File: src/verlet_rope_step_unit_assert.svh
// assertion macros for the verlet rope step unit
// used by the top level only, needs nothing else
`ifndef VERLET_ROPE_STEP_UNIT_ASSERT_SVH
`define VERLET_ROPE_STEP_UNIT_ASSERT_SVH

// same-cycle implication
`define VRS_ASSERT_NOW(lbl, clk, rst, ante, cons, msg) \
   lbl: assert property (@(posedge clk) disable iff (rst) (ante) |-> (cons)) else $error(msg);

// next-cycle implication
`define VRS_ASSERT_NEXT(lbl, clk, rst, ante, cons, msg) \
   lbl: assert property (@(posedge clk) disable iff (rst) (ante) |=> (cons)) else $error(msg);

`endif

File: src/vrs_ram.sv
// generic single write port ram with registered read
// no dependencies
`default_nettype none

module vrs_ram #(
   parameter int WIDTH = 72,
   parameter int DEPTH = 32
) (
   input  logic                     clock,
   input  logic                     we,
   input  logic [$clog2(DEPTH)-1:0] waddr,
   input  logic [WIDTH-1:0]         wdata,
   input  logic [$clog2(DEPTH)-1:0] raddr,
   output logic [WIDTH-1:0]         rdata
);

   logic [WIDTH-1:0] mem_ff [DEPTH];
   logic [WIDTH-1:0] rdata_ff;

   always_ff @(posedge clock) begin
      if (we)
         mem_ff[waddr] <= wdata;
      rdata_ff <= mem_ff[raddr];
   end

   assign rdata = rdata_ff;

endmodule

`default_nettype wire

File: config.mk
export PLATFORM = sky130hd
export DESIGN_NAME = vrs_ram
export DESIGN_NICKNAME = d
export VERILOG_FILES = /design/src/verlet_rope_step_unit_assert.svh /design/src/vrs_ram.sv
export SDC_FILE = /design/constraint.sdc
export NUM_CORES = 2
export LEC_CHECK = 0
export CAP_MARGIN = 25
export CORE_MARGIN = 2
export CORE_UTILIZATION = 25
export DETAILED_ROUTE_END_ITERATION = 6
export DONT_BUFFER_PORTS = 1
export GPL_TIMING_DRIVEN = 0
export PLACE_DENSITY = 0.42
export SYNTH_ARGS = -nofsm -noshare
export SYNTH_HDL_FRONTEND = slang
export SYNTH_SLANG_ARGS = --single-unit
File: constraint.sdc
create_clock -name clock -period 10.9 [get_ports clock]
set_input_delay 2.18 -clock clock [delete_from_list [all_inputs] [get_ports clock]]
set_output_delay 2.18 -clock clock [all_outputs]
set_load 0.02 [all_outputs]
==> flow_summary_export.csv <==
group,metric,value,unit
outcome,run_status,"complete, no violations",
synth,post_synth_instance_area,89100,µm²
synth,synth_edf_count,2304,
global_route,antenna_found_initial,15,
power,ir_worst_vdd,0.129,mV
min_path,min-delay-path-class,"reg -> reg",
final_layout,post_route_cells_drive_above_1_share,20.1,%
synth,synth.avg_cell_area,21.2,µm²
sta,rsz0062_at_grt,"no",
final_layout,n_fill_cell,34500,
synth,synth_top_cells_by_area,"sky130_fd_sc_hd__edfxtp_1, sky130_fd_sc_hd__mux4_2, sky130_fd_sc_hd__mux2i_1",
synth,postSynthNetCount,4292,
global_route,first_global_vias,45500,
synth,synthArstFlopShare,0,%
synth,post-synth-top-area-cell,"sky130_fd_sc_hd__edfxtp_1",
die,io_pins,156,
clock_network,post-cts-setup-buffer-count,0,
drt,route.detailed.wl_per_inst,30.3,µm
setup_path,worst-endpoint-arrival,5.34,ns
setup_path,reg2reg_slack,8.71,ns
sta,final_setup_skew,0.0404,ns
synth,synthesis.instances,4208,
global_route,grt_overflow_total,0,
drt,drtAntennaViolNets,0,
drt,detail_route.vias_per_cell,4.61,
sta,report.final.hold_viol_count,0,
clock_network,tritoncts_num_sinks,2376,
clock_network,cts_tree,"done",
clock_network,clkTransAtPathRegs,0.06,ns
die,start_util,25.1,%
clock_network,worst_skew_pair.late_latency,0.91,ns
sta,worst_slew_pin_slew,1.11,ns
drt,detail_route.drc_violations,0,
clock_network,hold_buffers,0,
setup_path,setup.worst_path.end_class,"flop",
drt,vias,44200,
drt,first_pass_iters,5,
synth,synth_seq_cells,2376,
final_layout,mostFrequentLayoutCells,"sky130_fd_sc_hd__edfxtp_1, sky130_fd_sc_hd__mux2i_1, sky130_fd_sc_hd__a22oi_1",
sta,number_of_max_slew_violations_in_the_final_report,0,
global_route,met3_usage,2.67,%
die,die_y,601,µm
power,cellLeakagePower,33.8,nW
drt,initialDrtViolationCount,4353,
synth,synth.top_cell.area_share,77.6,%
die,placementRows,219,
synth,synthDistinctLibCells,32,
global_route,gr_util_met1,21.0,%
clock_network,clock-root-buffer,"sky130_fd_sc_hd__clkbuf_16",
final_layout,layout.core_utilization,29.9,%
run,cap_viol_max_count,0,
synth,yosysWarnings,0,
power,power.density_cell_area,182,nW/µm²
sta,max_freq,211,MHz
die,dieArea,361000,µm²
placed_design,detailed_place_hpwl,195,mm
final_layout,syn2layout_area_growth,19.3,%
setup_path,critPathKind,"in -> reg",
sta,max_transition_margin,25.7,%
sta,setup-tns-final,0,ns
setup_path,start_kind,"primary input",
global_route,grt_max_degree,33,
placed_design,gpl.final_weighted_congestion,0.723,
sta,setup_violations,0,
global_route,peak_usage_layer_in_the_global_routing_report,"met2",
clock_network,cts_resized,0,
global_route,global_route_wire_length_before_repair,394,mm
clock_network,cts_buffers,247,
placed_design,portBuffers,0,
die,core_footprint,355000,µm²
clock_network,cts_buffer_depth,4,
final_layout,layout.cells.most_common,"sky130_fd_sc_hd__edfxtp_1",
synth,synth.yosys.seq_area_share,79.3,%
sta,final_period_minus_worst_setup_slack,4.75,ns
global_route,global_route.usage.total,15.7,%
drt,routed_wirelength,290,mm
clock_network,cts-htree-levels,4,
global_route,met2_usage,26.8,%
die,dieWidth,601,µm
sta,final_min_period_over_clock_period,43.5,%
final_layout,finalNetCount,4706,
setup_path,cp.required,11.50,ns
synth,top_reg_cell_synth,"sky130_fd_sc_hd__edfxtp_1",
setup_path,critPathMaxFanout,10,
## synthesized netlist by cell type, drive strengths merged, types with 6 or more instances
cell       n
a21oi      6
and2      11
buf      137
nand2      9
edfxtp  2304
nor2b     19
a221oi     6
mux4     296
clkbuf   100
nor2      41
a22oi    367
nand4     27
o211ai     6
a31oi     39
mux2i    560
dfxtp     72
nand3    138
a22o      45
o21ai      6
## routing by layer
metal,up-vias,routed length (µm),share of wire [%]
li1,18500,-,-
met1,24100,125000,43
met2,1211,144000,49
met3,337,15600,5.4
met4,0,5980,2.1
met5,-,0,0
## critical path, cell delays in order
cell,delay (ns)
sky130_fd_sc_hd__buf_2,0.32
sky130_fd_sc_hd__buf_4,0.30
sky130_fd_sc_hd__buf_2,0.62
sky130_fd_sc_hd__buf_2,0.56
sky130_fd_sc_hd__nor2_1,0.19
sky130_fd_sc_hd__clkbuf_1,0.52
sky130_fd_sc_hd__nand3_1,0.22
sky130_fd_sc_hd__nand4_1,0.39
## stage by stage
stage / hold WS, ns / area (µm²) / instances / setup WS (ns) / total power [mW]
finish: 0.706 / 106000 / 9576 / 6.15 / 19.3
global route: 0.725 / 106000 / 9572 / 6.16 / 19.9
CTS: 0.702 / 106000 / 9569 / 6.21 / 19.6
detailed placement: 0.691 / 98600 / 9122 / 5.27 / 11.3
global placement: 0.693 / 95100 / 8959 / -1.87 / 11.3
floorplan: 0.559 / 89100 / 4208 / 4.55 / 10.9
## report_power, final
| part | switching [mW] | internal [mW] | total [mW] |
|---|---|---|---|
| Combinational | 0.553 | 0.309 | 0.862 |
| Sequential | 0.0966 | 10.2 | 10.3 |
| Clock | 3.55 | 4.66 | 8.21 |
| Total | 4.20 | 15.1 | 19.3 |
## sequential cells by signal, indices dropped and copies added (netlist names)
register	cells
mem_ff	2304
rdata	72
## layout make-up
class	instances	area, µm²	share of cell area, %
Clock inverter	135	1120	1.05
Clock buffer	312	6550	6.16
Tap cell	4751	5940	5.59
Timing Repair Buffer	165	3280	3.08
Multi-Input combinational cell	1595	17500	16.4
Buffer	237	1290	1.21
Antenna cell	5	12.5	0.0118
Sequential cell	2376	70600	66.5
## final timing paths
| kind | from | end | cells after the start |
|---|---|---|---|
| setup / recovery | raddr[2] | rdata[5] | 8 |
| hold / removal | mem_ff[3][17] | rdata[17] | 3 |
| setup reg to reg | mem_ff[3][50] | rdata[50] | 4 |
| hold reg to reg | mem_ff[3][17] | rdata[17] | 3 |
## cells by family after synthesis
group	count (synthesis)	share of synthesized area [%]
buffers and inverters	237	1.44
DFF	2376	79.3
and+or+nand+nor	262	1.53
muxes	856	13.8
AOI/OAI and AO/OA	477	4.00
Power figures use the tool's default switching activity.
