File: src/verlet_rope_step_unit_assert.svh
// assertion macros for the verlet rope step unit
// used by the top level only, needs nothing else
`ifndef VERLET_ROPE_STEP_UNIT_ASSERT_SVH
`define VERLET_ROPE_STEP_UNIT_ASSERT_SVH

// same-cycle implication
`define VRS_ASSERT_NOW(lbl, clk, rst, ante, cons, msg) \
   lbl: assert property (@(posedge clk) disable iff (rst) (ante) |-> (cons)) else $error(msg);

// next-cycle implication
`define VRS_ASSERT_NEXT(lbl, clk, rst, ante, cons, msg) \
   lbl: assert property (@(posedge clk) disable iff (rst) (ante) |=> (cons)) else $error(msg);

`endif

File: src/vrs_pkg.sv
// shared types, widths and constants of the verlet rope step unit
// no dependencies
`default_nettype none

package vrs_pkg;

   localparam int DEF_MAX_SEGMENTS = 32;
   localparam int POS_W     = 24;
   localparam int VEC_W     = 3 * POS_W;
   localparam int REQ_W     = 144;
   localparam int RSP_W     = 80;
   localparam int CSR_W     = 18;
   localparam int SQ_W      = 50;
   localparam int ROOT_W    = 25;
   localparam int DIV_NUM_W = 53;
   localparam int DIV_DEN_W = 26;
   localparam int DIV_Q_W   = 27;

   localparam int START_X_I = 38011;
   localparam int START_Y_I = 91750;
   localparam int START_Z_I = 13107;

   localparam logic [16:0]        RST_REACH   = 17'd13107;
   localparam logic [16:0]        RST_REST    = 17'd1966;
   localparam logic [16:0]        RST_LAST    = 17'd13107;
   localparam logic signed [17:0] RST_GRAVITY = -18'sd16384;
   localparam logic [16:0]        RST_VKEEP   = 17'd63570;
   localparam logic [16:0]        RST_SHARE   = 17'd26214;
   localparam logic [5:0]         RST_SEGCNT  = 6'd4;
   localparam logic [4:0]         RST_PASSES  = 5'd15;

   typedef enum logic [2:0] {
      CSR_HANDLE_REACH  = 3'd0,
      CSR_REST_SPACING  = 3'd1,
      CSR_LAST_SPACING  = 3'd2,
      CSR_GRAVITY_FORCE = 3'd3,
      CSR_VELOCITY_KEEP = 3'd4,
      CSR_APPLY_SHARE   = 3'd5,
      CSR_SEGMENT_COUNT = 3'd6,
      CSR_RELAX_PASSES  = 3'd7
   } csr_index_type;

   typedef enum logic [4:0] {
      ST_CLR, ST_IDLE, ST_PREP, ST_ANCH,
      ST_INT_RD, ST_INT_MUL, ST_INT_WR,
      ST_PASS, ST_GAP_RD, ST_GAP_LD, ST_GAP_SQ, ST_ROOT_GO, ST_ROOT,
      ST_ERR, ST_DIV_GO, ST_DIV, ST_SHARE, ST_APPLY, ST_LAST_WR,
      ST_OUT_RD, ST_OUT_LD, ST_OUT_WAIT
   } state_type;

   typedef struct packed {
      logic            start;
      logic [SQ_W-1:0] value;
   } sqrt_req_type;

   typedef struct packed {
      logic              done;
      logic [ROOT_W-1:0] root;
   } sqrt_rsp_type;

   typedef struct packed {
      logic                 start;
      logic                 neg;
      logic [DIV_NUM_W-1:0] mag;
      logic [DIV_DEN_W-1:0] den;
   } div_req_type;

   typedef struct packed {
      logic                      done;
      logic signed [DIV_Q_W-1:0] q;
   } div_rsp_type;

   // start column y of segment k with n segments in use
   function automatic logic signed [POS_W-1:0] start_y(input int k, input int n);
      int y;
      y = START_Y_I;
      if (k == 0)
         y = START_Y_I - (n - 2) * int'(RST_REST) - int'(RST_LAST);
      else if (k < n)
         y = START_Y_I - (n - 1 - k) * int'(RST_REST);
      return POS_W'(y);
   endfunction

   function automatic logic [VEC_W-1:0] start_vec(input int k, input int n);
      return {POS_W'(START_Z_I), start_y(k, n), POS_W'(START_X_I)};
   endfunction

endpackage

`default_nettype wire

File: src/vrs_div.sv
// bit-serial floor divider for the gap correction, one quotient bit per cycle
// depends on vrs_pkg
`default_nettype none

module vrs_div import vrs_pkg::*; (
   input  logic        clock,
   input  logic        reset,
   input  div_req_type req,
   output div_rsp_type rsp
);

   localparam int CW = $clog2(DIV_NUM_W);

   logic                      busy_ff, busy_in;
   logic                      done_ff, done_in;
   logic                      neg_ff, neg_in;
   logic [CW-1:0]             cnt_ff, cnt_in;
   logic [DIV_NUM_W-1:0]      mag_ff, mag_in;
   logic [DIV_DEN_W-1:0]      den_ff, den_in;
   logic [DIV_DEN_W:0]        rem_ff, rem_in;
   logic signed [DIV_Q_W-1:0] q_ff, q_in;
   logic [DIV_DEN_W:0]        rem_sh;
   logic                      ge;
   logic [DIV_Q_W-1:0]        q_abs;

   always_comb begin
      rem_sh  = {rem_ff[DIV_DEN_W-1:0], mag_ff[DIV_NUM_W-1]};
      ge      = (rem_sh >= {1'b0, den_ff});
      busy_in = busy_ff;
      done_in = 1'b0;
      neg_in  = neg_ff;
      cnt_in  = cnt_ff;
      mag_in  = mag_ff;
      den_in  = den_ff;
      rem_in  = rem_ff;
      q_in    = q_ff;
      q_abs   = '0;
      if (req.start) begin
         busy_in = 1'b1;
         neg_in  = req.neg;
         cnt_in  = '0;
         mag_in  = req.mag;
         den_in  = req.den;
         rem_in  = '0;
      end else if (busy_ff) begin
         rem_in = ge ? rem_sh - {1'b0, den_ff} : rem_sh;
         mag_in = {mag_ff[DIV_NUM_W-2:0], ge};
         cnt_in = cnt_ff + 1'b1;
         if (cnt_ff == CW'(DIV_NUM_W - 1)) begin
            busy_in = 1'b0;
            done_in = 1'b1;
            // negative numerator rounds away from zero on a remainder
            q_abs = mag_in[DIV_Q_W-1:0] + DIV_Q_W'(neg_ff && (rem_in != '0));
            q_in  = neg_ff ? -$signed(q_abs) : $signed(q_abs);
         end
      end
   end

   always_ff @(posedge clock) begin
      if (reset) begin
         busy_ff <= 1'b0;
         done_ff <= 1'b0;
      end else begin
         busy_ff <= busy_in;
         done_ff <= done_in;
      end
      neg_ff <= neg_in;
      cnt_ff <= cnt_in;
      mag_ff <= mag_in;
      den_ff <= den_in;
      rem_ff <= rem_in;
      q_ff   <= q_in;
   end

   assign rsp.done = done_ff;
   assign rsp.q    = q_ff;

endmodule

`default_nettype wire

File: config.mk
export PLATFORM = sky130hd
export DESIGN_NAME = vrs_div
export DESIGN_NICKNAME = d
export VERILOG_FILES = /design/src/verlet_rope_step_unit_assert.svh /design/src/vrs_pkg.sv /design/src/vrs_div.sv
export SDC_FILE = /design/constraint.sdc
export NUM_CORES = 1
export LEC_CHECK = 0
export ABC_AREA = 1
export BUFFER_PORTS_ARGS = -buffer_cell sky130_fd_sc_hd__buf_2
export CAP_MARGIN = 15
export CORE_ASPECT_RATIO = 0.5
export CORE_MARGIN = 1
export CORE_UTILIZATION = 35
export DETAILED_ROUTE_END_ITERATION = 10
export PLACE_DENSITY = 0.6
export SYNTH_ARGS = -nofsm -noshare
export SYNTH_HDL_FRONTEND = slang
export SYNTH_SLANG_ARGS = --single-unit
File: constraint.sdc
create_clock -name clock -period 8.3 [get_ports clock]
set_input_delay 0.415 -clock clock [delete_from_list [all_inputs] [get_ports clock]]
set_output_delay 0.415 -clock clock [all_outputs]
set_load 0.01 [all_outputs]
==> summary.md <==
| Metric | Value |
|---|---|
| DRC errors left | `0` |
| Ys async rst share | `0` |
| Slew @ Worst Pin | `912 ps` |
| Hold crit path type | `input pin to register` |
| Reg clk slew, reported paths | `60 ps` |
| CP max-delay cell | `nor2_4` |
| Via count | `8013` |
| Max frequency | `189 MHz` |
| Number of max-cap violations | `0` |
| Placer Congestion | `0.918` |
| Number of synthesized register bits | `141` |
| Die Height | `117 um` |
| Multi-input logic area | `4480 sq um` |
| Root Buffer | `clkbuf_16` |
| Tot GR Track Use | `0.180` |
| Status | `complete, no violations` |
| Total gr overflow | `0` |
| Pin count of the biggest net entering global routing | `79` |
| Top Ports | `111` |
| Most used cells in the layout excluding fill and tap cells | `463 x nand2_1, 196 x inv_1, 109 x buf_2, 107 x edfxtp_1, 89 x nand3_1` |
| Total CTS buffers | `17` |
| Worst relative slew slack | `0.391` |
| Met2 Track Usage GR | `0.299` |
| Initial Utilization | `0.362` |
| Fin util | `0.420` |
| Crit path DAT | `5490 ps` |
| Hold path startpoint | `req[24]` |
| FILL cells | `2645` |
| Fin. Hold Viols | `0` |
| Crit path capture type | `register` |
| Max Slew Vio Count | `0` |
| Layer with the highest usage | `met2` |
| Postcts setup bufs | `0` |
| Post-synth top flop | `edfxtp_1` |
| Clk buf depth | `2` |
| ANT nets after route | `0` |
| VDD IR-drop max | `0.151 mV` |
| Row count | `41` |
| Worst r2r src | `den_ff[21]` |
| Share of layout cells above drive strength 1 | `0.159` |
| Most common cell after layout, fill and taps aside | `nand2_1` |
| CP peak stage delay | `430 ps` |
| I/O Buffers | `110` |
| Crit path launch type | `register` |
| Initial antenna violation count | `0` |
| Register area | `3890 sq um` |
| Grt met3 use | `0.0388` |
| Crit-path most repeated cell | `nand2_1` |
| DR iter-0 viols | `517` |
| Clock Latency Late Sink | `440 ps` |
| Hold Path Sink | `den_ff[24]` |
| Final non-filler cell total | `1720` |
| CTS tree | `yes` |
| Worst Path Max Fanout | `31` |
| Reg2Reg Depth | `30` |
| Seq/Total Area, Yosys | `0.420` |
| Die Wd | `232 um` |
| Skew final | `7.80 ps` |
| Antenna diodes | `0` |
| Die area | `27200 sq um` |
| Synth Cell Area | `9280 sq um` |
| Reg2reg setup slack | `3010 ps` |
| CP Data Required Time | `8500 ps` |
| DRT Wirelength | `23600 um` |
| Nets | `1478` |
| Vias/cell | `4.66` |
| RSZ-0062 raised after global routing | `false` |
| WL/cell | `13.7 um` |
| P per Cell Area | `172 nW/um^2` |
| Detailed Place HPWL | `17900 um` |
| Syn nets | `1369` |
| CTS Hold Bufs | `0` |
| Pre-Repair DR Iteration Count | `5` |
| Setup violators final | `0` |
| Clock sink count | `141` |
| H-tree levels | `4` |
| Dpl cells | `1688` |
| Core ar. | `25600 sq um` |
| Final Cycle Share | `0.637` |
| Number of global-route vias before repair | `7559` |
| Post-synth EDFFs | `107` |
| Area grow syn2layout | `15.9%` |
| Yosys cell types | `43` |
| Post-layout min period | `5290 ps` |
| Hold path cells | `1` |
| Post-cts sizing count | `0` |
| Fin Setup TNS | `0 ps` |
| Lkg Pwr | `5.30 nW` |
| Met1 usage | `0.237` |
| Syn. warnings | `0` |
| Cells after Synth | `1254` |
| Post-synthesis average cell area | `7.40 sq um` |
| R2R Path End | `q_ff[13]` |
| WS Path Type | `register to register` |
| First-pass GRT wire length | `37700 um` |
| CP startpoint | `den_ff[21]` |
-- flip-flops by register name (all words and copies together) (netlist names) --
signal   flops
busy_ff      1
cnt_ff       6
den_ff      26
done_ff      1
mag_ff      53
neg_ff       1
q_ff        27
rem_ff      26
-- area by class of cell --
cell class              instances  area share
multi-input cells             881       0.417
flip-flops and latches        141       0.362
inverters                     206      0.0719
repair buffers                116      0.0556
well taps                     344      0.0400
clock buffers                  18      0.0399
clock inverters                14      0.0134
-- Yosys cell counts (2+ instances only) --
library cell | count | area share
nor3_4 | 4 | 0.0070
o22ai_1 | 7 | 0.0047
o21ai_1 | 6 | 0.0032
nand3_1 | 89 | 0.048
clkbuf_1 | 16 | 0.0065
nor2_2 | 12 | 0.0081
nand3b_1 | 2 | 0.0016
xnor2_1 | 9 | 0.0085
xor2_2 | 4 | 0.0070
nand2_1 | 464 | 0.19
or2_1 | 2 | 0.0013
nor3_1 | 17 | 0.0092
edfxtp_1 | 107 | 0.35
nand2_2 | 14 | 0.0094
buf_6 | 3 | 0.0036
nor2_1 | 77 | 0.031
nor2_4 | 7 | 0.0085
buf_1 | 2 | 0.00081
xor2_1 | 33 | 0.031
o21ai_0 | 36 | 0.019
a21oi_1 | 22 | 0.012
buf_2 | 2 | 0.0011
nand2_4 | 2 | 0.0024
inv_2 | 8 | 0.0032
o21ai_2 | 2 | 0.0019
nand4_1 | 20 | 0.013
clkinv_1 | 2 | 0.00081
buf_4 | 3 | 0.0024
or2_2 | 2 | 0.0013
inv_1 | 196 | 0.079
nor3_2 | 3 | 0.0032
dfxtp_1 | 34 | 0.073
ha_1 | 31 | 0.042
nand3_2 | 7 | 0.0076
-- logic make-up after synthesis --
family          after synthesis  share of synthesized area
fa+ha+maj                    32                     0.0440
simple gates                728                      0.348
flops                       141                      0.420
xor+xnor                     47                     0.0484
buf+inv                     232                     0.0978
compound gates               74                     0.0419
-- metal layers --
layer,vias to the layer above,share of wire
li1,4174,-
met1,3661,0.48
met2,150,0.46
met3,28,0.042
met4,0,0.017
met5,-,0
-- worst max-delay path by stage --
| stage | to | slack [ps] | cells after the start |
|---|---|---|---|
| after global routing | q_ff[13] | 2490 | 30 |
| after floorplan | q_ff[20] | 4260 | 32 |
| final | q_ff[13] | 3010 | 30 |
| after CTS | q_ff[13] | 3020 | 30 |
| after detailed placement | q_ff[13] | 3030 | 30 |
| after global placement | q_ff[13] | 3110 | 30 |
-- power by group --
part	switching, mW	total, mW	internal, mW
combinational	0.164	0.251	0.0864
clock	0.314	0.755	0.441
sequential	0.0255	0.839	0.813
-- stage by stage --
stage / worst slack, ps / power (mW) / area, sq um / hold WS (ps)
floorplan: 4260 / 1.03 / 9280 / 467
global placement: 3110 / 1.10 / 10200 / 478
detailed placement: 3030 / 1.11 / 10200 / 487
CTS: 3020 / 1.86 / 10700 / 123
global route: 2490 / 1.93 / 10700 / 123
finish: 3010 / 1.84 / 10700 / 144
-- worst max-delay path, delay by kind of cell (launching register included) --
kind | cells | cell delay, ps
AO/OA/AOI/OAI | 2 | 250
XOR/XNOR | 1 | 160
flip-flops | 1 | 320
adder cells (fa/ha/maj) | 3 | 890
buffers and inverters | 2 | 100
AND/OR/NAND/NOR | 22 | 3300
No activity file was read; power rests on OpenSTA's default activity.
