File: src/verlet_rope_step_unit_assert.svh
// assertion macros for the verlet rope step unit
// used by the top level only, needs nothing else
`ifndef VERLET_ROPE_STEP_UNIT_ASSERT_SVH
`define VERLET_ROPE_STEP_UNIT_ASSERT_SVH

// same-cycle implication
`define VRS_ASSERT_NOW(lbl, clk, rst, ante, cons, msg) \
   lbl: assert property (@(posedge clk) disable iff (rst) (ante) |-> (cons)) else $error(msg);

// next-cycle implication
`define VRS_ASSERT_NEXT(lbl, clk, rst, ante, cons, msg) \
   lbl: assert property (@(posedge clk) disable iff (rst) (ante) |=> (cons)) else $error(msg);

`endif

File: src/vrs_pkg.sv
// shared types, widths and constants of the verlet rope step unit
// no dependencies
`default_nettype none

package vrs_pkg;

   localparam int DEF_MAX_SEGMENTS = 32;
   localparam int POS_W     = 24;
   localparam int VEC_W     = 3 * POS_W;
   localparam int REQ_W     = 144;
   localparam int RSP_W     = 80;
   localparam int CSR_W     = 18;
   localparam int SQ_W      = 50;
   localparam int ROOT_W    = 25;
   localparam int DIV_NUM_W = 53;
   localparam int DIV_DEN_W = 26;
   localparam int DIV_Q_W   = 27;

   localparam int START_X_I = 38011;
   localparam int START_Y_I = 91750;
   localparam int START_Z_I = 13107;

   localparam logic [16:0]        RST_REACH   = 17'd13107;
   localparam logic [16:0]        RST_REST    = 17'd1966;
   localparam logic [16:0]        RST_LAST    = 17'd13107;
   localparam logic signed [17:0] RST_GRAVITY = -18'sd16384;
   localparam logic [16:0]        RST_VKEEP   = 17'd63570;
   localparam logic [16:0]        RST_SHARE   = 17'd26214;
   localparam logic [5:0]         RST_SEGCNT  = 6'd4;
   localparam logic [4:0]         RST_PASSES  = 5'd15;

   typedef enum logic [2:0] {
      CSR_HANDLE_REACH  = 3'd0,
      CSR_REST_SPACING  = 3'd1,
      CSR_LAST_SPACING  = 3'd2,
      CSR_GRAVITY_FORCE = 3'd3,
      CSR_VELOCITY_KEEP = 3'd4,
      CSR_APPLY_SHARE   = 3'd5,
      CSR_SEGMENT_COUNT = 3'd6,
      CSR_RELAX_PASSES  = 3'd7
   } csr_index_type;

   typedef enum logic [4:0] {
      ST_CLR, ST_IDLE, ST_PREP, ST_ANCH,
      ST_INT_RD, ST_INT_MUL, ST_INT_WR,
      ST_PASS, ST_GAP_RD, ST_GAP_LD, ST_GAP_SQ, ST_ROOT_GO, ST_ROOT,
      ST_ERR, ST_DIV_GO, ST_DIV, ST_SHARE, ST_APPLY, ST_LAST_WR,
      ST_OUT_RD, ST_OUT_LD, ST_OUT_WAIT
   } state_type;

   typedef struct packed {
      logic            start;
      logic [SQ_W-1:0] value;
   } sqrt_req_type;

   typedef struct packed {
      logic              done;
      logic [ROOT_W-1:0] root;
   } sqrt_rsp_type;

   typedef struct packed {
      logic                 start;
      logic                 neg;
      logic [DIV_NUM_W-1:0] mag;
      logic [DIV_DEN_W-1:0] den;
   } div_req_type;

   typedef struct packed {
      logic                      done;
      logic signed [DIV_Q_W-1:0] q;
   } div_rsp_type;

   // start column y of segment k with n segments in use
   function automatic logic signed [POS_W-1:0] start_y(input int k, input int n);
      int y;
      y = START_Y_I;
      if (k == 0)
         y = START_Y_I - (n - 2) * int'(RST_REST) - int'(RST_LAST);
      else if (k < n)
         y = START_Y_I - (n - 1 - k) * int'(RST_REST);
      return POS_W'(y);
   endfunction

   function automatic logic [VEC_W-1:0] start_vec(input int k, input int n);
      return {POS_W'(START_Z_I), start_y(k, n), POS_W'(START_X_I)};
   endfunction

endpackage

`default_nettype wire

File: src/vrs_isqrt.sv
// floor integer square root, two radicand bits per cycle
// depends on vrs_pkg
`default_nettype none

module vrs_isqrt import vrs_pkg::*; (
   input  logic         clock,
   input  logic         reset,
   input  sqrt_req_type req,
   output sqrt_rsp_type rsp
);

   localparam int STEPS = SQ_W / 2;
   localparam int CW    = $clog2(STEPS);

   logic              busy_ff, busy_in;
   logic              done_ff, done_in;
   logic [CW-1:0]     cnt_ff, cnt_in;
   logic [SQ_W-1:0]   val_ff, val_in;
   logic [ROOT_W+2:0] rem_ff, rem_in;
   logic [ROOT_W-1:0] root_ff, root_in;
   logic [ROOT_W+2:0] rem_sh;
   logic [ROOT_W+2:0] trial;
   logic              ge;

   always_comb begin
      rem_sh  = {rem_ff[ROOT_W:0], val_ff[SQ_W-1 -: 2]};
      trial   = {1'b0, root_ff, 2'b01};
      ge      = (rem_sh >= trial);
      busy_in = busy_ff;
      done_in = 1'b0;
      cnt_in  = cnt_ff;
      val_in  = val_ff;
      rem_in  = rem_ff;
      root_in = root_ff;
      if (req.start) begin
         busy_in = 1'b1;
         cnt_in  = '0;
         val_in  = req.value;
         rem_in  = '0;
         root_in = '0;
      end else if (busy_ff) begin
         val_in  = {val_ff[SQ_W-3:0], 2'b00};
         rem_in  = ge ? rem_sh - trial : rem_sh;
         root_in = {root_ff[ROOT_W-2:0], ge};
         cnt_in  = cnt_ff + 1'b1;
         if (cnt_ff == CW'(STEPS - 1)) begin
            busy_in = 1'b0;
            done_in = 1'b1;
         end
      end
   end

   always_ff @(posedge clock) begin
      if (reset) begin
         busy_ff <= 1'b0;
         done_ff <= 1'b0;
      end else begin
         busy_ff <= busy_in;
         done_ff <= done_in;
      end
      cnt_ff  <= cnt_in;
      val_ff  <= val_in;
      rem_ff  <= rem_in;
      root_ff <= root_in;
   end

   assign rsp.done = done_ff;
   assign rsp.root = root_ff;

endmodule

`default_nettype wire

File: config.mk
export PLATFORM = sky130hd
export DESIGN_NAME = vrs_isqrt
export DESIGN_NICKNAME = d
export VERILOG_FILES = /design/src/verlet_rope_step_unit_assert.svh /design/src/vrs_pkg.sv /design/src/vrs_isqrt.sv
export SDC_FILE = /design/constraint.sdc
export NUM_CORES = 1
export LEC_CHECK = 0
export BUFFER_PORTS_ARGS = -buffer_cell sky130_fd_sc_hd__buf_2
export CORE_ASPECT_RATIO = 1.5
export CORE_MARGIN = 2
export CORE_UTILIZATION = 55
export CTS_BUF_LIST = sky130_fd_sc_hd__clkbuf_8 sky130_fd_sc_hd__clkbuf_16
export DETAILED_ROUTE_END_ITERATION = 16
export HOLD_SLACK_MARGIN = 0.02
export PLACE_DENSITY = 0.82
export SETUP_SLACK_MARGIN = 0.2
export SLEW_MARGIN = 40
export SYNTH_ARGS = -nofsm -noshare
export SYNTH_HDL_FRONTEND = slang
export SYNTH_SLANG_ARGS = --single-unit
File: constraint.sdc
create_clock -name clock -period 2.8 [get_ports clock]
set_input_delay 0.42 -clock clock [delete_from_list [all_inputs] [get_ports clock]]
set_output_delay 0.42 -clock clock [all_outputs]
set_load 0.02 [all_outputs]
==> flow_metrics.py <==
metrics = {
    "power": {
        "vdd_drop_max_mv": 0.532,
        "power_leakage_nw": 2.78,
        "p_per_area_mw_per_mm2": 1030,
    },
    "routing": {
        "vias_per_cell": 5.74,
        "wl_per_cell_um": 16.4,
        "final_antenna_net_count": 0,
        "first_iter_violations": 292,
        "remaining_drc_errors": 0,
        "num_vias": 4499,
        "drt-total-wl_um": 12800,
        "firstDrtPassIters": 5,
    },
    "global_route": {
        "overflow": 0,
        "grt_usage": 0.218,
        "grt_max_degree": 55,
        "antenna_found_initial": 0,
        "grt_pass1_wl_um": 19600,
        "grt_pass1_vias": 4395,
    },
    "worst_setup_path": {
        "crit_slowest_cell": "dfxtp_4",
        "path_cells": "inv_1 > ha_4 > nand4_1 > a211oi_2 > nor3_2 > buf_4 > a31oi_4 > o22ai_2 > buf_4 > nor4b_1 > a31oi_1 > o211ai_1",
        "crit_fanout": 5,
        "arrival_ps": 2860,
        "path_buf_inv": 3,
        "cpMostUsedCell": "buf_4",
        "path_class": "register to register",
        "endpoint_kind": "register",
        "cp.required_ps": 3080,
        "cp-start-kind": "register",
        "slowest_delay_ps": 370,
        "cpLargestDelayFamily": "compound AO/OA/AOI/OAI gates",
    },
    "logic_synthesis": {
        "yosys.area.top_type": "edfxtp_1",
        "synth.top_cell.area_share": 0.261,
        "avgSynthCellArea_sq_um": 10.4,
        "synthTopCellsByArea": "edfxtp_1 26%, dfxtp_1 20%, mux2_2 9.6%",
        "ys_seq_elements": 108,
        "synth_cells": 552,
        "netlist_area_sq_mm": 0.00576,
        "synth-main-ff-cell": "dfxtp_1",
        "yosysUniqueCellTypes": 50,
        "synth_warnings": 0,
        "seq_area_frac_synth": 0.462,
        "syn_nets": 634,
        "synth_edf_count": 50,
        "async_flop_share": 0,
    },
    "timing": {
        "fin_crit_sh": 0.924,
        "timing.fmax_mhz": 387,
        "rsz0062_at_grt": "yes",
        "drv_slew": 0,
        "fin_worst_skew_ps": 8.32,
        "max_slew_margin": 0.533,
        "hold_viol_final": 0,
        "tns_ps": 0,
        "period_needed_ps": 2590,
        "setup_viol": 0,
        "tightest_slew_ps": 701,
    },
    "layout": {
        "filler_cell_count": 782,
        "diodes": 0,
        "fin_nets": 720,
        "regArea_sq_mm": 0.00267,
        "area_delta_synth_final_pct": 19.8,
        "multi_input_area_sq_mm": 0.00305,
        "layout.cells.non_filler": 784,
        "drive_gt1_frac": 0.327,
    },
    "floorplan": {
        "initial_core_util": 0.566,
        "io_pins": 79,
        "num_rows": 45,
        "dieArea_sq_mm": 0.0113,
        "die_w_um": 87.6,
        "core-area_sq_mm": 0.0102,
        "fp.dieH_um": 129,
    },
    "place": {
        "dp_hpwl_um": 8780,
        "dp_cells": 758,
        "portBuffers": 78,
        "place.gp.congestion": 0.939,
    },
    "clocking": {
        "cts_tree": "done",
        "clkLatencyLatePin_ps": 350,
        "clock_path_buffers": 2,
        "root_buffer": "clkbuf_16",
        "cts_buffers": 9,
        "numClockSinks": 108,
        "cts.clk_slew.worst_paths_ps": 80,
        "htree_levels": 3,
    },
    "min_path": {
        "min_path_type": "input port to register",
    },
    "run_status": {
        "status": "finished clean",
    },
    "job": {
        "drv_cap": 0,
    },
}
-- where the power goes --
part / leakage (nW) / switching [W] / total (W) / internal (W)
Clock: 0.146 / 0.000633 / 0.00127 / 0.000633
Combinational: 1.65 / 0.00209 / 0.00382 / 0.00173
Sequential: 0.978 / 0.000145 / 0.00201 / 0.00186
-- final cells by class --
type / count / share of cell area
Tap cell: 141 / 0.0255
Sequential cell: 108 / 0.387
Inverter: 35 / 0.0190
Timing Repair Buffer: 98 / 0.0841
Multi-Input combinational cell: 386 / 0.442
Clock buffer: 9 / 0.0326
Clock inverter: 7 / 0.0103
-- cells in the final DEF, fill, tap and decap left out, types with 8 or more instances in the layout --
master,instances
buf_2,77
nor2_1,68
dfxtp_1,54
edfxtp_1,50
mux2_2,49
a21oi_1,35
inv_1,33
mux2i_1,29
nand2_1,23
o21ai_0,20
buf_4,18
xnor2_1,17
a211oi_1,14
ha_1,14
xor2_1,10
ha_2,10
clkbuf_16,9
a21o_1,8
-- cells by family (layout without fill, tap and decap cells) --
| logic type | Yosys count | after routing | synth area share |
|---|---|---|---|
| xor gates and xnor gates | 27 | 27 | 0.0410 |
| buffers and inverters | 59 | 149 | 0.0423 |
| DFF | 108 | 108 | 0.462 |
| muxes | 78 | 78 | 0.146 |
| and+or+nand+nor | 131 | 131 | 0.103 |
| AOI/OAI and AO/OA | 120 | 121 | 0.142 |
| adders and majority gates | 29 | 29 | 0.0630 |
-- worst register-to-register path, stage by stage (launching register included) --
cell,delay [ps]
dfxtp_4,370
inv_1,70
ha_4,290
nand4_1,140
a211oi_2,290
nor3_2,80
buf_4,160
a31oi_4,230
o22ai_2,160
buf_4,160
nor4b_1,360
a31oi_1,100
o211ai_1,110
-- flip-flops by register name, indices dropped and copies added (netlist names) --
name     flops
val_ff      50
rem_ff      26
root_ff     25
cnt_ff       5
busy_ff      1
done_ff      1
-- through the flow --
stage / util / hold slack [ps] / setup WS, ps / power [W] / cell area (sq um)
after floorplan: - / 451 / 326 / 0.00453 / 5760
after global placement: 0.621 / 483 / 169 / 0.00503 / 6330
after detailed placement: 0.621 / 480 / 106 / 0.00511 / 6330
after CTS: 0.653 / 218 / 169 / 0.00647 / 6650
after global routing: 0.678 / 224 / 122 / 0.00747 / 6910
final: 0.678 / 224 / 213 / 0.00709 / 6910
-- synthesized netlist by cell type, types with 2 or more instances --
cell,number
nand3_1,2
and3_1,4
dfxtp_1,58
a21o_1,8
o21ai_0,22
nor3_2,2
nand4b_1,2
mux2_2,49
o211ai_1,3
o21ai_1,4
o21bai_1,3
nand2b_1,8
edfxtp_1,50
ha_1,29
a21oi_1,36
mux2i_1,29
nor3_1,4
nand2_1,26
inv_1,34
clkbuf_1,18
nor2_1,69
a31oi_1,2
a22oi_1,5
nand4_1,7
xnor2_1,17
and2_1,5
xor2_1,10
buf_1,2
o21a_1,5
buf_4,2
buf_6,2
a21boi_0,3
a211oi_1,15
-- final timing paths --
kind	slack (ps)	endpoint	cells after the start	startpoint
max	210	rem_ff[21]$_SDFFE_PP0P_	12	root_ff[2]$_SDFFE_PP0P_
min	220	busy_ff$_SDFF_PP0_	2	reset
max reg2reg	210	rem_ff[21]$_SDFFE_PP0P_	12	root_ff[2]$_SDFFE_PP0P_
min reg2reg	490	rem_ff[7]$_SDFFE_PP0P_	2	rem_ff[7]$_SDFFE_PP0P_
-- timing repair --
item	in CTS	in global routing
endpoints found under the setup margin	11	25
pin swaps	0	10
setup buffers	0	9
gates cloned	0	1
resized for setup	6	40
endpoints found under the hold margin	0	0
hold buffers	0	0
-- layer usage --
metal  wire length, um  share of wire  track usage  up-vias
li1                  -              -            -     2150
met4               459          0.036        0.103        0
met1              4940           0.38        0.243     2140
met2              6800           0.53        0.390      162
met3               644          0.050       0.0427       47
met5                 0              0            0        -
(Power assumes the default switching activity.)
